`src/hw/rtl/iexp_pkg.sv`:
```
`timescale 1ns / 1ps
// Shared types and constants of the infix expression evaluator.
// Used by every module of the block; depends on nothing.

package iexp_pkg;

   localparam int VALUE_WIDTH = 32;
   localparam logic [VALUE_WIDTH-1:0] VALUE_MAX = {1'b0, {(VALUE_WIDTH-1){1'b1}}};

   localparam logic [7:0] CHAR_ZERO   = 8'd48;
   localparam logic [7:0] CHAR_NINE   = 8'd57;
   localparam logic [7:0] CHAR_PLUS   = 8'h2B;
   localparam logic [7:0] CHAR_MINUS  = 8'h2D;
   localparam logic [7:0] CHAR_TIMES  = 8'h2A;
   localparam logic [7:0] CHAR_DIVIDE = 8'h2F;

   typedef enum logic [1:0] {
      OP_PLUS   = 2'd0,
      OP_MINUS  = 2'd1,
      OP_TIMES  = 2'd2,
      OP_DIVIDE = 2'd3
   } op_type;

   typedef enum logic [1:0] {
      PH_FIRST     = 2'd0,
      PH_AFTER_OP  = 2'd1,
      PH_IN_NUMBER = 2'd2
   } phase_type;

   typedef enum logic [1:0] {
      ERR_NONE    = 2'd0,
      ERR_SYNTAX  = 2'd1,
      ERR_RANGE   = 2'd2,
      ERR_DIVZERO = 2'd3
   } err_type;

   typedef struct packed {
      logic [7:0] ch;
      logic       last;
   } req_type;

   typedef struct packed {
      logic signed [VALUE_WIDTH-1:0] value;
      logic [1:0]                    error;
   } rsp_type;

   typedef struct packed {
      logic capture;
      logic consume;
      logic fin_add;
      logic mul_load;
      logic mul_write;
      logic div_zero;
      logic div_start;
      logic div_write;
      logic op_apply;
      logic syntax_err;
      logic out_load;
   } cmd_type;

   typedef struct packed {
      logic   err_set;
      logic   fin_needed;
      op_type pend;
      logic   num_zero;
      logic   phase_in;
      logic   last;
      logic   div_done;
      logic   out_free;
   } stat_type;

endpackage

```
`src/hw/rtl/iexp_div.sv`:
```
`timescale 1ns / 1ps
// Iterative restoring divider, one quotient bit per cycle, unsigned operands.
// Uses iexp_pkg for the default width.

module iexp_div #(
   parameter int WIDTH = iexp_pkg::VALUE_WIDTH
) (
   input  logic             clock,
   input  logic             reset,
   input  logic             start,
   input  logic [WIDTH-1:0] dividend,
   input  logic [WIDTH-1:0] divisor,
   output logic             done,
   output logic [WIDTH-1:0] quotient
);

   localparam int CW = $clog2(WIDTH + 1);

   logic [WIDTH-1:0] rem_ff, rem_in;
   logic [WIDTH-1:0] quo_ff, quo_in;
   logic [CW-1:0]    cnt_ff, cnt_in;
   logic             busy_ff, busy_in;
   logic             done_ff, done_in;
   logic [WIDTH:0]   trial;

   always_comb begin
      trial   = {rem_ff, quo_ff[WIDTH-1]} - {1'b0, divisor};
      rem_in  = rem_ff;
      quo_in  = quo_ff;
      cnt_in  = cnt_ff;
      busy_in = busy_ff;
      done_in = done_ff;
      if (start) begin
         rem_in  = '0;
         quo_in  = dividend;
         cnt_in  = CW'(WIDTH);
         busy_in = 1'b1;
         done_in = 1'b0;
      end else if (busy_ff) begin
         if (!trial[WIDTH]) begin
            rem_in = trial[WIDTH-1:0];
            quo_in = {quo_ff[WIDTH-2:0], 1'b1};
         end else begin
            rem_in = {rem_ff[WIDTH-2:0], quo_ff[WIDTH-1]};
            quo_in = {quo_ff[WIDTH-2:0], 1'b0};
         end
         cnt_in = cnt_ff - 1'b1;
         if (cnt_ff == CW'(1)) begin
            busy_in = 1'b0;
            done_in = 1'b1;
         end
      end
   end

   always_ff @(posedge clock) begin
      rem_ff <= rem_in;
      quo_ff <= quo_in;
      if (reset) begin
         cnt_ff  <= '0;
         busy_ff <= 1'b0;
         done_ff <= 1'b0;
      end else begin
         cnt_ff  <= cnt_in;
         busy_ff <= busy_in;
         done_ff <= done_in;
      end
   end

   assign done     = done_ff;
   assign quotient = quo_ff;

endmodule

```
`src/hw/rtl/iexp_dp.sv`:
```
`timescale 1ns / 1ps
// Datapath: accumulators, number parser, multiplier, divider and result register.
// Driven by iexp_ctrl commands; uses iexp_pkg and iexp_div.

module iexp_dp #(
   parameter int MAX_DIGITS = 10
) (
   input  logic               clock,
   input  logic               reset,
   input  iexp_pkg::cmd_type  cmd,
   input  iexp_pkg::req_type  req_data,
   input  logic               rsp_stall,
   output iexp_pkg::stat_type stat,
   output logic               rsp_valid,
   output iexp_pkg::rsp_type  rsp_data
);

   localparam int VW  = iexp_pkg::VALUE_WIDTH;
   localparam int DCW = $clog2(MAX_DIGITS + 2);

   logic [7:0]          ch_ff, ch_in;
   logic                last_ff, last_in;
   logic [VW-1:0]       sum_ff, sum_in;
   logic [VW-1:0]       term_ff, term_in;
   logic [VW-1:0]       num_ff, num_in;
   logic [DCW-1:0]      dcount_ff, dcount_in;
   iexp_pkg::op_type    pend_ff, pend_in;
   iexp_pkg::phase_type phase_ff, phase_in;
   iexp_pkg::err_type   err_ff, err_in;
   logic [VW-1:0]       prod_ff, prod_in;
   logic                neg_ff, neg_in;
   logic                rsp_valid_ff, rsp_valid_in;
   iexp_pkg::rsp_type   rsp_data_ff, rsp_data_in;

   logic                is_op;
   iexp_pkg::op_type    ch_op;
   logic                is_digit;
   logic [7:0]          digit_diff;
   logic [VW+3:0]       num_wide;
   logic [DCW-1:0]      dcount_inc;
   logic                num_bad;
   logic                do_number;
   logic [VW-1:0]       mag;
   logic [VW-1:0]       sum_total;
   logic                div_done;
   logic [VW-1:0]       div_quo;

   always_comb begin
      is_op = 1'b1;
      ch_op = iexp_pkg::OP_PLUS;
      unique case (ch_ff)
         iexp_pkg::CHAR_PLUS:   ch_op = iexp_pkg::OP_PLUS;
         iexp_pkg::CHAR_MINUS:  ch_op = iexp_pkg::OP_MINUS;
         iexp_pkg::CHAR_TIMES:  ch_op = iexp_pkg::OP_TIMES;
         iexp_pkg::CHAR_DIVIDE: ch_op = iexp_pkg::OP_DIVIDE;
         default:               is_op = 1'b0;
      endcase
   end

   assign is_digit   = (ch_ff >= iexp_pkg::CHAR_ZERO) && (ch_ff <= iexp_pkg::CHAR_NINE);
   assign digit_diff = ch_ff - iexp_pkg::CHAR_ZERO;
   assign num_wide   = ({4'b0000, num_ff} << 3) + ({4'b0000, num_ff} << 1)
                     + {{VW{1'b0}}, digit_diff[3:0]};
   assign dcount_inc = dcount_ff + 1'b1;
   assign num_bad    = (dcount_inc > DCW'(MAX_DIGITS)) || !is_digit
                     || (num_wide > {4'b0000, iexp_pkg::VALUE_MAX});
   assign mag        = term_ff[VW-1] ? (~term_ff + 1'b1) : term_ff;
   assign sum_total  = sum_ff + term_ff;

   iexp_div #(
      .WIDTH (VW)
   ) u_div (
      .clock    (clock),
      .reset    (reset),
      .start    (cmd.div_start),
      .dividend (mag),
      .divisor  (num_ff),
      .done     (div_done),
      .quotient (div_quo)
   );

   always_comb begin
      ch_in        = ch_ff;
      last_in      = last_ff;
      sum_in       = sum_ff;
      term_in      = term_ff;
      num_in       = num_ff;
      dcount_in    = dcount_ff;
      pend_in      = pend_ff;
      phase_in     = phase_ff;
      err_in       = err_ff;
      prod_in      = prod_ff;
      neg_in       = neg_ff;
      rsp_data_in  = rsp_data_ff;
      rsp_valid_in = rsp_valid_ff;
      do_number    = 1'b0;

      if (rsp_valid_ff && !rsp_stall) begin
         rsp_valid_in = 1'b0;
      end

      if (cmd.capture) begin
         ch_in   = req_data.ch;
         last_in = req_data.last;
      end

      if (cmd.consume) begin
         unique case (phase_ff) inside
            iexp_pkg::PH_FIRST: begin
               if (is_op) begin
                  if (ch_op == iexp_pkg::OP_TIMES || ch_op == iexp_pkg::OP_DIVIDE) begin
                     err_in = iexp_pkg::ERR_SYNTAX;
                  end else begin
                     pend_in  = ch_op;
                     phase_in = iexp_pkg::PH_AFTER_OP;
                  end
               end else begin
                  pend_in   = iexp_pkg::OP_PLUS;
                  do_number = 1'b1;
               end
            end
            iexp_pkg::PH_AFTER_OP, iexp_pkg::PH_IN_NUMBER: begin
               do_number = 1'b1;
            end
            default: begin
               do_number = 1'b0;
            end
         endcase
      end

      if (do_number) begin
         dcount_in = dcount_inc;
         if (num_bad) begin
            err_in = iexp_pkg::ERR_RANGE;
         end else begin
            num_in   = num_wide[VW-1:0];
            phase_in = iexp_pkg::PH_IN_NUMBER;
         end
      end

      if (cmd.fin_add) begin
         sum_in  = sum_total;
         term_in = (pend_ff == iexp_pkg::OP_MINUS) ? (~num_ff + 1'b1) : num_ff;
      end

      if (cmd.mul_load) begin
         prod_in = term_ff * num_ff;
      end

      if (cmd.mul_write) begin
         term_in = prod_ff;
      end

      if (cmd.div_zero) begin
         err_in = iexp_pkg::ERR_DIVZERO;
      end

      if (cmd.div_start) begin
         neg_in = term_ff[VW-1];
      end

      if (cmd.div_write) begin
         term_in = neg_ff ? (~div_quo + 1'b1) : div_quo;
      end

      if (cmd.fin_add || cmd.mul_write || cmd.div_zero || cmd.div_write) begin
         num_in    = '0;
         dcount_in = '0;
      end

      if (cmd.op_apply) begin
         pend_in  = ch_op;
         phase_in = iexp_pkg::PH_AFTER_OP;
      end

      if (cmd.syntax_err) begin
         err_in = iexp_pkg::ERR_SYNTAX;
      end

      if (cmd.out_load) begin
         rsp_data_in.value = (err_ff == iexp_pkg::ERR_NONE) ? sum_total : '0;
         rsp_data_in.error = err_ff;
         rsp_valid_in      = 1'b1;
         sum_in            = '0;
         term_in           = '0;
         num_in            = '0;
         dcount_in         = '0;
         pend_in           = iexp_pkg::OP_PLUS;
         phase_in          = iexp_pkg::PH_FIRST;
         err_in            = iexp_pkg::ERR_NONE;
      end
   end

   always_ff @(posedge clock) begin
      ch_ff       <= ch_in;
      last_ff     <= last_in;
      prod_ff     <= prod_in;
      neg_ff      <= neg_in;
      rsp_data_ff <= rsp_data_in;
      if (reset) begin
         sum_ff       <= '0;
         term_ff      <= '0;
         num_ff       <= '0;
         dcount_ff    <= '0;
         pend_ff      <= iexp_pkg::OP_PLUS;
         phase_ff     <= iexp_pkg::PH_FIRST;
         err_ff       <= iexp_pkg::ERR_NONE;
         rsp_valid_ff <= 1'b0;
      end else begin
         sum_ff       <= sum_in;
         term_ff      <= term_in;
         num_ff       <= num_in;
         dcount_ff    <= dcount_in;
         pend_ff      <= pend_in;
         phase_ff     <= phase_in;
         err_ff       <= err_in;
         rsp_valid_ff <= rsp_valid_in;
      end
   end

   always_comb begin
      stat.err_set    = (err_ff != iexp_pkg::ERR_NONE);
      stat.fin_needed = is_op && (phase_ff == iexp_pkg::PH_IN_NUMBER);
      stat.pend       = pend_ff;
      stat.num_zero   = (num_ff == '0);
      stat.phase_in   = (phase_ff == iexp_pkg::PH_IN_NUMBER);
      stat.last       = last_ff;
      stat.div_done   = div_done;
      stat.out_free   = !rsp_valid_ff || !rsp_stall;
   end

   assign rsp_valid = rsp_valid_ff;
   assign rsp_data  = rsp_data_ff;

endmodule

```
`src/hw/rtl/iexp_ctrl.sv`:
```
`timescale 1ns / 1ps
// Controller state machine: sequences capture, parsing, term updates and result.
// Talks to iexp_dp through iexp_pkg command and status structs.

module iexp_ctrl (
   input  logic               clock,
   input  logic               reset,
   input  logic               req_valid,
   output logic               req_stall,
   input  iexp_pkg::stat_type stat,
   output iexp_pkg::cmd_type  cmd
);

   typedef enum logic [6:0] {
      S_IDLE = 7'b0000001,
      S_STEP = 7'b0000010,
      S_FIN  = 7'b0000100,
      S_MUL  = 7'b0001000,
      S_DIV  = 7'b0010000,
      S_ENDC = 7'b0100000,
      S_OUT  = 7'b1000000
   } state_type;

   state_type state_ff, state_in;
   logic      ctx_end_ff, ctx_end_in;
   logic      fin_done;

   always_comb begin
      cmd        = '0;
      state_in   = state_ff;
      ctx_end_in = ctx_end_ff;
      fin_done   = 1'b0;

      unique case (state_ff)
         S_IDLE: begin
            if (req_valid) begin
               cmd.capture = 1'b1;
               state_in    = S_STEP;
            end
         end
         S_STEP: begin
            if (stat.err_set) begin
               state_in = stat.last ? S_ENDC : S_IDLE;
            end else if (stat.fin_needed) begin
               ctx_end_in = 1'b0;
               state_in   = S_FIN;
            end else begin
               cmd.consume = 1'b1;
               state_in    = stat.last ? S_ENDC : S_IDLE;
            end
         end
         S_FIN: begin
            unique case (stat.pend) inside
               iexp_pkg::OP_PLUS, iexp_pkg::OP_MINUS: begin
                  cmd.fin_add = 1'b1;
                  fin_done    = 1'b1;
               end
               iexp_pkg::OP_TIMES: begin
                  cmd.mul_load = 1'b1;
                  state_in     = S_MUL;
               end
               default: begin
                  if (stat.num_zero) begin
                     cmd.div_zero = 1'b1;
                     fin_done     = 1'b1;
                  end else begin
                     cmd.div_start = 1'b1;
                     state_in      = S_DIV;
                  end
               end
            endcase
         end
         S_MUL: begin
            cmd.mul_write = 1'b1;
            fin_done      = 1'b1;
         end
         S_DIV: begin
            if (stat.div_done) begin
               cmd.div_write = 1'b1;
               fin_done      = 1'b1;
            end
         end
         S_ENDC: begin
            if (stat.err_set) begin
               state_in = S_OUT;
            end else if (!stat.phase_in) begin
               cmd.syntax_err = 1'b1;
               state_in       = S_OUT;
            end else begin
               ctx_end_in = 1'b1;
               state_in   = S_FIN;
            end
         end
         S_OUT: begin
            if (stat.out_free) begin
               cmd.out_load = 1'b1;
               state_in     = S_IDLE;
            end
         end
         default: begin
            state_in = S_IDLE;
         end
      endcase

      if (fin_done) begin
         if (ctx_end_ff) begin
            state_in = S_OUT;
         end else begin
            cmd.op_apply = 1'b1;
            state_in     = stat.last ? S_ENDC : S_IDLE;
         end
      end
   end

   always_ff @(posedge clock) begin
      if (reset) begin
         state_ff   <= S_IDLE;
         ctx_end_ff <= 1'b0;
      end else begin
         state_ff   <= state_in;
         ctx_end_ff <= ctx_end_in;
      end
   end

   assign req_stall = (state_ff != S_IDLE);

endmodule

```
`src/hw/rtl/infix_expression_evaluator.sv`:
```
`timescale 1ns / 1ps
// Top level of the infix expression evaluator: controller plus datapath.
// Uses iexp_pkg, iexp_ctrl and iexp_dp.
//
//   channel | ports                          | moves
//   --------+--------------------------------+-----------------------------
//   req     | req_valid, req_stall, req_data | one character and last flag
//   rsp     | rsp_valid, rsp_stall, rsp_data | value and error code
//
// A character that extends a number or is an operator after the first passes
// through the capture and step states. One that ends a number adds the term
// update: an add for + or -, a multiply load and write for *, and a divider run
// for / (the divider retires one quotient bit per cycle). The last character
// adds an end check, the final term update and the load of the result
// register, which waits while rsp_stall holds a previous result. Reset is
// synchronous and returns to the start of an expression.

module infix_expression_evaluator #(
   parameter int MAX_DIGITS = 10
) (
   input  logic              clock,
   input  logic              reset,
   input  logic              req_valid,
   output logic              req_stall,
   input  iexp_pkg::req_type req_data,
   output logic              rsp_valid,
   input  logic              rsp_stall,
   output iexp_pkg::rsp_type rsp_data
);

   iexp_pkg::cmd_type  cmd;
   iexp_pkg::stat_type stat;

   iexp_ctrl u_ctrl (
      .clock     (clock),
      .reset     (reset),
      .req_valid (req_valid),
      .req_stall (req_stall),
      .stat      (stat),
      .cmd       (cmd)
   );

   iexp_dp #(
      .MAX_DIGITS (MAX_DIGITS)
   ) u_dp (
      .clock     (clock),
      .reset     (reset),
      .cmd       (cmd),
      .req_data  (req_data),
      .rsp_stall (rsp_stall),
      .stat      (stat),
      .rsp_valid (rsp_valid),
      .rsp_data  (rsp_data)
   );

`ifndef SYNTHESIS
   a_busy_after_accept: assert property (
      @(posedge clock) disable iff (reset)
      req_valid && !req_stall |=> req_stall
   ) else $error("controller took a transaction without leaving idle");

   a_div_done_clears: assert property (
      @(posedge clock) disable iff (reset)
      cmd.div_start |=> !stat.div_done
   ) else $error("divider reports done right after start");

   a_error_zero_value: assert property (
      @(posedge clock) disable iff (reset)
      rsp_valid && (rsp_data.error != iexp_pkg::ERR_NONE) |-> (rsp_data.value == '0)
   ) else $error("errored transaction carries a nonzero value");

   a_result_only_from_end: assert property (
      @(posedge clock) disable iff (reset)
      cmd.out_load |-> stat.last
   ) else $error("result loaded for a character not marked last");
`endif

endmodule
```
`config.mk`:
```
export PLATFORM = sky130hd
export DESIGN_NAME = infix_expression_evaluator
export DESIGN_NICKNAME = d
export VERILOG_FILES = /design/src/hw/rtl/iexp_pkg.sv /design/src/hw/rtl/iexp_div.sv /design/src/hw/rtl/iexp_dp.sv /design/src/hw/rtl/iexp_ctrl.sv /design/src/hw/rtl/infix_expression_evaluator.sv
export SDC_FILE = /design/constraint.sdc
export NUM_CORES = 2
export LEC_CHECK = 0
export BUFFER_PORTS_ARGS = -buffer_cell sky130_fd_sc_hd__buf_2
export CAP_MARGIN = 15
export CELL_PAD_IN_SITES_DETAIL_PLACEMENT = 1
export CELL_PAD_IN_SITES_GLOBAL_PLACEMENT = 1
export CORE_MARGIN = 5
export CORE_UTILIZATION = 46
export CTS_CLUSTER_DIAMETER = 100
export DETAILED_ROUTE_END_ITERATION = 6
export PLACE_DENSITY_LB_ADDON = 0.1
export SLEW_MARGIN = 0
export SYNTH_ARGS = -nofsm -noshare
export SYNTH_HDL_FRONTEND = slang
export SYNTH_SLANG_ARGS = --single-unit
```
`constraint.sdc`:
```
create_clock -name clock -period 7.4 [get_ports clock]
set_input_delay 0.74 -clock clock [delete_from_list [all_inputs] [get_ports clock]]
set_output_delay 0.74 -clock clock [all_outputs]
set_load 0.02 [all_outputs]
```
== Word-level counts from Yosys, hierarchy flattened ==
Index checks and enable logic that the tools add are counted.
Word-level totals
  register bits: 263
  bits of input ports: 13
  output and inout port bits: 36
  word-level logic and storage cells: 194
Operators by class
  $add $sub $neg: 10
  multiply operators: 1
  magnitude comparators: 4
  eq/ne operators: 29
  muxes and demuxes: 83
  bitwise operators: 4
  reductions and logical operators: 39
Operator list (number)
  32-bit 2-to-1 mux: 9
  32-bit by 1-bit adder with 32-bit output (second input constant): 3
  32-bit inverter: 3
  7-bit 2-to-1 mux: 9
  2-bit 2-to-1 mux: 21
  7-bit one-hot mux with 6 select lines: 1
  35-bit by 33-bit adder with 36-bit output: 1
  36-bit by 4-bit adder with 36-bit output: 1
  36-bit by 31-bit > comparator with 1-bit output (second input constant): 1
  1-bit 2-to-1 mux: 34
  33-bit by 32-bit subtractor with 33-bit output: 1
  32-bit adder: 1
  8-bit by 6-bit equality test with 1-bit output (second input constant): 4
  32-bit zero test: 1
  32-bit by 32-bit multiplier with 32-bit output: 1
  6-bit 2-to-1 mux: 3
  7-bit one-hot mux with 2 select lines: 1
  2-bit nonzero test: 6
  3-bit OR reduction: 4
  5-bit AND reduction: 2
  2-bit OR reduction: 5
  3-bit by 2-bit inequality test with 1-bit output (second input constant): 3
  2-bit equality test (second input constant): 4
  8-bit by 6-bit greater-or-equal comparator with 1-bit output (second input constant): 1
  31 further kinds: 50

== Longest topological paths before layout ==
  word-level depth: 12
  gate-level depth with buffers: 28
  gate-level depth less buffers: 25

== By module ==
From an unflattened synthesis, not the netlist that was laid out.
Second synthesis, totals
  cells, all modules: 3881
  area total of the unflattened synthesis: 34144.0 um^2
Modules (own cells, without submodules)
  iexp_dp: instances 1, cells each 3213, area an instance 28433.5 um^2, seq. area each 4424.2 um^2
  iexp_div: instances 1, cells each 594, area an instance 5098.6 um^2, seq. area each 1761.7 um^2
  iexp_ctrl: instances 1, cells each 74, area an instance 611.8 um^2, seq. area each 160.2 um^2

== Worst setup path after synthesis ==
Ideal clock, no wire load.
  kind: reg2reg
  from: register u_dp.term_ff[14]
  to: register u_dp.prod_ff[30] (data pin)
  setup time: 0.266 ns
  data arrival time: 6.868 ns
  data required time: 7.134 ns
  slack: 0.266 ns
  cell stages (with the launch flop): 25
  path buffers: 2
  clock period less this slack: 7.134 ns
  cells stage by stage: dfxtp_1 > clkbuf_1 > clkbuf_1 > and2_1 > fa_1 > inv_1 > fa_1 > fa_1 > fa_1 > inv_1 > fa_1 > ha_1 > fa_1 > fa_1 > ha_1 > a2111oi_0 > nand2b_1 > nand2_1 > o21ai_0 > o21ai_0 > a31oi_1 > a41oi_1 > o211ai_1 > o41ai_1 > xnor2_1
Between the ends
  word-level cells in the longest chain between the ends: 1
Ends and longest elaborated chain
  start, declared: line iexp_dp.sv:24  | logic [VW-1:0] term_ff, term_in;
  start signal, assigned: line iexp_dp.sv:211  | term_ff <= term_in;
  32-bit by 32-bit multiplier with 32-bit output: line iexp_dp.sv:147  | prod_in = term_ff * num_ff;
  end signal, assigned: line iexp_dp.sv:197  | prod_ff <= prod_in;
  end, declared: line iexp_dp.sv:30  | logic [VW-1:0] prod_ff, prod_in;
Every way passes these cells.
A chain may end at the register's enable or synchronous reset.

== Worst setup path in the final report ==
  from: register u_dp.term_ff[17]
  to: register u_dp.prod_ff[31] (data pin)
Same word-level chain as after synthesis.

==> impl_metrics.json <==
{
  "outcome": "completed",
  "grt_pass1_wl_um": 184300,
  "crit_type": "reg -> reg",
  "synth-main-ff-cell": "dfxtp_1",
  "drtAntennaViolNets": 0,
  "insertion_delay_ps": 590,
  "min_path_type": "in -> reg",
  "p_leak_nw": 16.46,
  "h-tree-depth": 2,
  "netlist_area_um2": 33110,
  "grt_max_degree": 70,
  "grt_usage_pct": 30.56,
  "drc": 0,
  "die_h_um": 278.3,
  "ff2ff_path_depth": 22,
  "start_kind": "flip-flop",
  "syn_nets": 4438,
  "grt_setup_unrepaired": "no",
  "antenna_found_initial": 3,
  "end_kind": "flip-flop",
  "cap_viol_max_count": 0,
  "ir_worst_vdd_mv": 0.1476,
  "cts_tree": "built",
  "cellPowerDensity_nw_per_um2": 110.7,
  "holdPathStages": 1,
  "critPathRequiredTime_ps": 7710,
  "layout.cells.non_filler": 4766,
  "clockBufferDepth": 3,
  "hold_path.startpoint": "req_data[4]",
  "io_pins": 49,
  "fin_crit_sh_pct": 96.94,
  "r2r-end": "u_dp.prod_ff[31]",
  "dieArea_um2": 77440,
  "slew_headroom_pct": 16.12,
  "setup_violations": 0,
  "syn_area_per_cell_um2": 8.819,
  "place_ws_ps": 71.97,
  "crit_top_cell": "fa_1",
  "cp_max_fo": 8,
  "drive_gt1_share_pct": 8.469,
  "path_cells": "buf_4 -> nand2_1 -> fa_1 -> inv_1 -> fa_1 -> fa_1 -> fa_1 -> inv_1 -> fa_1 -> inv_1 -> fa_1 -> fa_1 -> inv_1 -> fa_1 -> inv_1 -> ha_1 -> a21o_1 -> nor2_1 -> nand3_1 -> a31o_2 -> a21oi_1 -> xnor2_1",
  "drt-initial-drc-count": 1940,
  "clock.fmax_mhz": 139.4,
  "grt_pass1_vias": 30290,
  "dpl_cell_area_um2": 34980,
  "crit_slowest_cell": "fa_1",
  "rows": 98,
  "finalCriticalPeriod_ps": 7174,
  "ctsHoldBuffers": 0,
  "ys_async_sr_fraction_pct": 0,
  "start_util_pct": 46.31,
  "grt-ovfl-total": 0,
  "die-width_um": 278.3,
  "path_clk_slew_ps": 60,
  "worst_pin_slew_ps": 1226,
  "io_buffers": 48,
  "clock-sinks": 263,
  "cts_made_buffers": 39,
  "layout.nets": 4468,
  "firstDrtPassIters": 5,
  "netlist_instances": 3754,
  "globalplace.congestion": 0.9559,
  "place_inst": 4692,
  "ys_types": 82,
  "r2r_start": "u_dp.term_ff[17]",
  "vias": 27670,
  "tns_ps": 0,
  "p_total_mw": 4.021,
  "synth_common_cells": "inv_1 (472), nand2_1 (445), fa_1 (412)",
  "finClkSkew_ps": 44.43,
  "yosysMostFrequentCell": "inv_1",
  "ys_ff_latch": 263,
  "ys_seq_area_share_pct": 19.17,
  "coreArea_um2": 71490,
  "post-dp-hpwl_um": 95010,
  "crit_path_start": "u_dp.term_ff[17]",
  "area_delta_synth_final_pct": 9.728,
  "finalHoldViolations": 0,
  "cts-root-buf": "clkbuf_16",
  "regToRegSetupSlack_ps": 230,
  "final_max_slew_viol_count": 0,
  "yosysTopAreaCell": "fa_1",
  "drt_wl_total_um": 118500,
  "arrival_ps": 7490,
  "slowest_delay_ps": 640,
  "viasPerCell": 5.805,
  "wire_per_inst_um": 24.87,
  "yosysTopAreaCellShare_pct": 24.91,
  "synth_edf_count": 108,
  "ys_warn_count": 0,
  "hold_path_end": "u_dp.ch_ff[3]",
  "fin_util_pct": 50.82,
  "ys_top_cells_by_area": "fa_1 (25%), edfxtp_1 (9.8%), ha_1 (9.8%), dfxtp_1 (9.4%), inv_1 (5.4%)",
  "fin_ws_ps": 226.1,
  "stdcell_area_um2": 36330,
  "timing.hold.ws_ps": 334.9
}
[cells in the final DEF, fill, tap and decap left out, types with 10 or more instances in the layout]
| cell | count |
|---|---|
| ha_1 | 259 |
| fa_1 | 412 |
| o41ai_1 | 11 |
| xor2_1 | 86 |
| buf_2 | 48 |
| and3_1 | 19 |
| inv_1 | 472 |
| nand2b_1 | 28 |
| a21o_1 | 44 |
| nor4_1 | 10 |
| or3_1 | 16 |
| o31ai_1 | 27 |
| o21ai_0 | 157 |
| mux2i_1 | 57 |
| nor3_1 | 42 |
| dfxtp_2 | 25 |
| nand2_1 | 445 |
| nand4_1 | 16 |
| and2_1 | 255 |
| edfxtp_1 | 108 |
| o211ai_1 | 33 |
| nor2_1 | 231 |
| nand3_1 | 41 |
| xnor2_1 | 174 |
| dfxtp_1 | 129 |
| or4_1 | 12 |
| o21a_1 | 23 |
| a21oi_1 | 180 |
| o21bai_1 | 11 |
| nor2b_1 | 11 |
| a211oi_1 | 40 |
| clkbuf_16 | 40 |
| a31oi_1 | 22 |
| buf_4 | 131 |
[how the worst max path moves through the flow]
stage | endpoint | slack [ps] | cells after the start
3_3_place_gp | u_dp.prod_ff[29] | 140 | 22
3_5_place_dp | u_dp.prod_ff[29] | 70 | 22
5_1_grt | u_dp.prod_ff[31] | 3 | 23
2_1_floorplan | u_dp.prod_ff[30] | 270 | 24
4_1_cts | u_dp.prod_ff[30] | 3 | 24
6_report | u_dp.prod_ff[31] | 230 | 22
[logic make-up (layout without fill, tap and decap cells)]
logic type	after synthesis	count (layout)	synth area share [%]
mux	62	62	1.893
other cells	0	2	0
flops	263	263	19.17
buf+inv	676	736	7.747
simple gates	1178	1178	17.17
xor+xnor	261	261	6.904
fa+ha+maj	671	671	34.70
compound gates	643	643	12.42
[report_power, final]
part | switching, mW | internal, mW | total (mW) | leakage (nW)
Sequential | 0.0394 | 1.54 | 1.58 | 2.26
Combinational | 0.327 | 0.232 | 0.559 | 13.6
Clock | 0.783 | 1.10 | 1.88 | 0.615
[flip-flops by register name (all words and copies together), names as in the netlist]
signal / flops
u_dp.term_ff: 32
u_ctrl.ctx_end_ff: 1
u_dp.u_div.busy_ff: 1
u_dp.ch_ff: 8
u_dp.dcount_ff: 4
u_dp.prod_ff: 32
u_dp.u_div.quotient: 32
u_dp.u_div.done: 1
u_dp.rsp_valid: 1
u_dp.neg_ff: 1
u_dp.u_div.cnt_ff: 6
u_dp.phase_ff: 2
u_dp.sum_ff: 32
u_dp.num_ff: 32
u_dp.err_ff: 2
u_dp.u_div.rem_ff: 32
u_dp.rsp_data: 34
u_dp.pend_ff: 2
u_dp.last_ff: 1
u_ctrl.state_ff: 7
[timing repair]
action | 4_1_cts | 5_1_grt
pin swaps | 0 | 1
buffers inserted | 0 | 1
setup endpoints to repair | 1 | 8
resized for setup | 1 | 32
[metal layers]
layer	vias up	global-route usage, %	wire length (um)
met5	-	0	0
met4	0	12.67	5822
met3	219	4.010	6927
met2	840	50.91	55220
met1	14240	40.44	50540
li1	12370	-	-
[critical path: cells and delay by family (launching register included)]
kind | cells | cell delay [ps]
adder cells (fa/ha/maj) | 9 | 4820
AO/OA/AOI/OAI | 3 | 630
flip-flops | 1 | 560
buffers and inverters | 6 | 560
AND/OR/NAND/NOR | 3 | 250
XOR/XNOR | 1 | 70
[area by class of cell]
cell class	count	area, um^2
fill	8321	35160
multi-input combinational	2815	24280
sequential	263	6381
inverter	474	1779
timing repair buffer	191	1429
tap	950	1189
clock buffer	50	1069
clock inverter	21	193.9
antenna	2	5.005
Note: power is estimated with default switching activity, not from simulation.
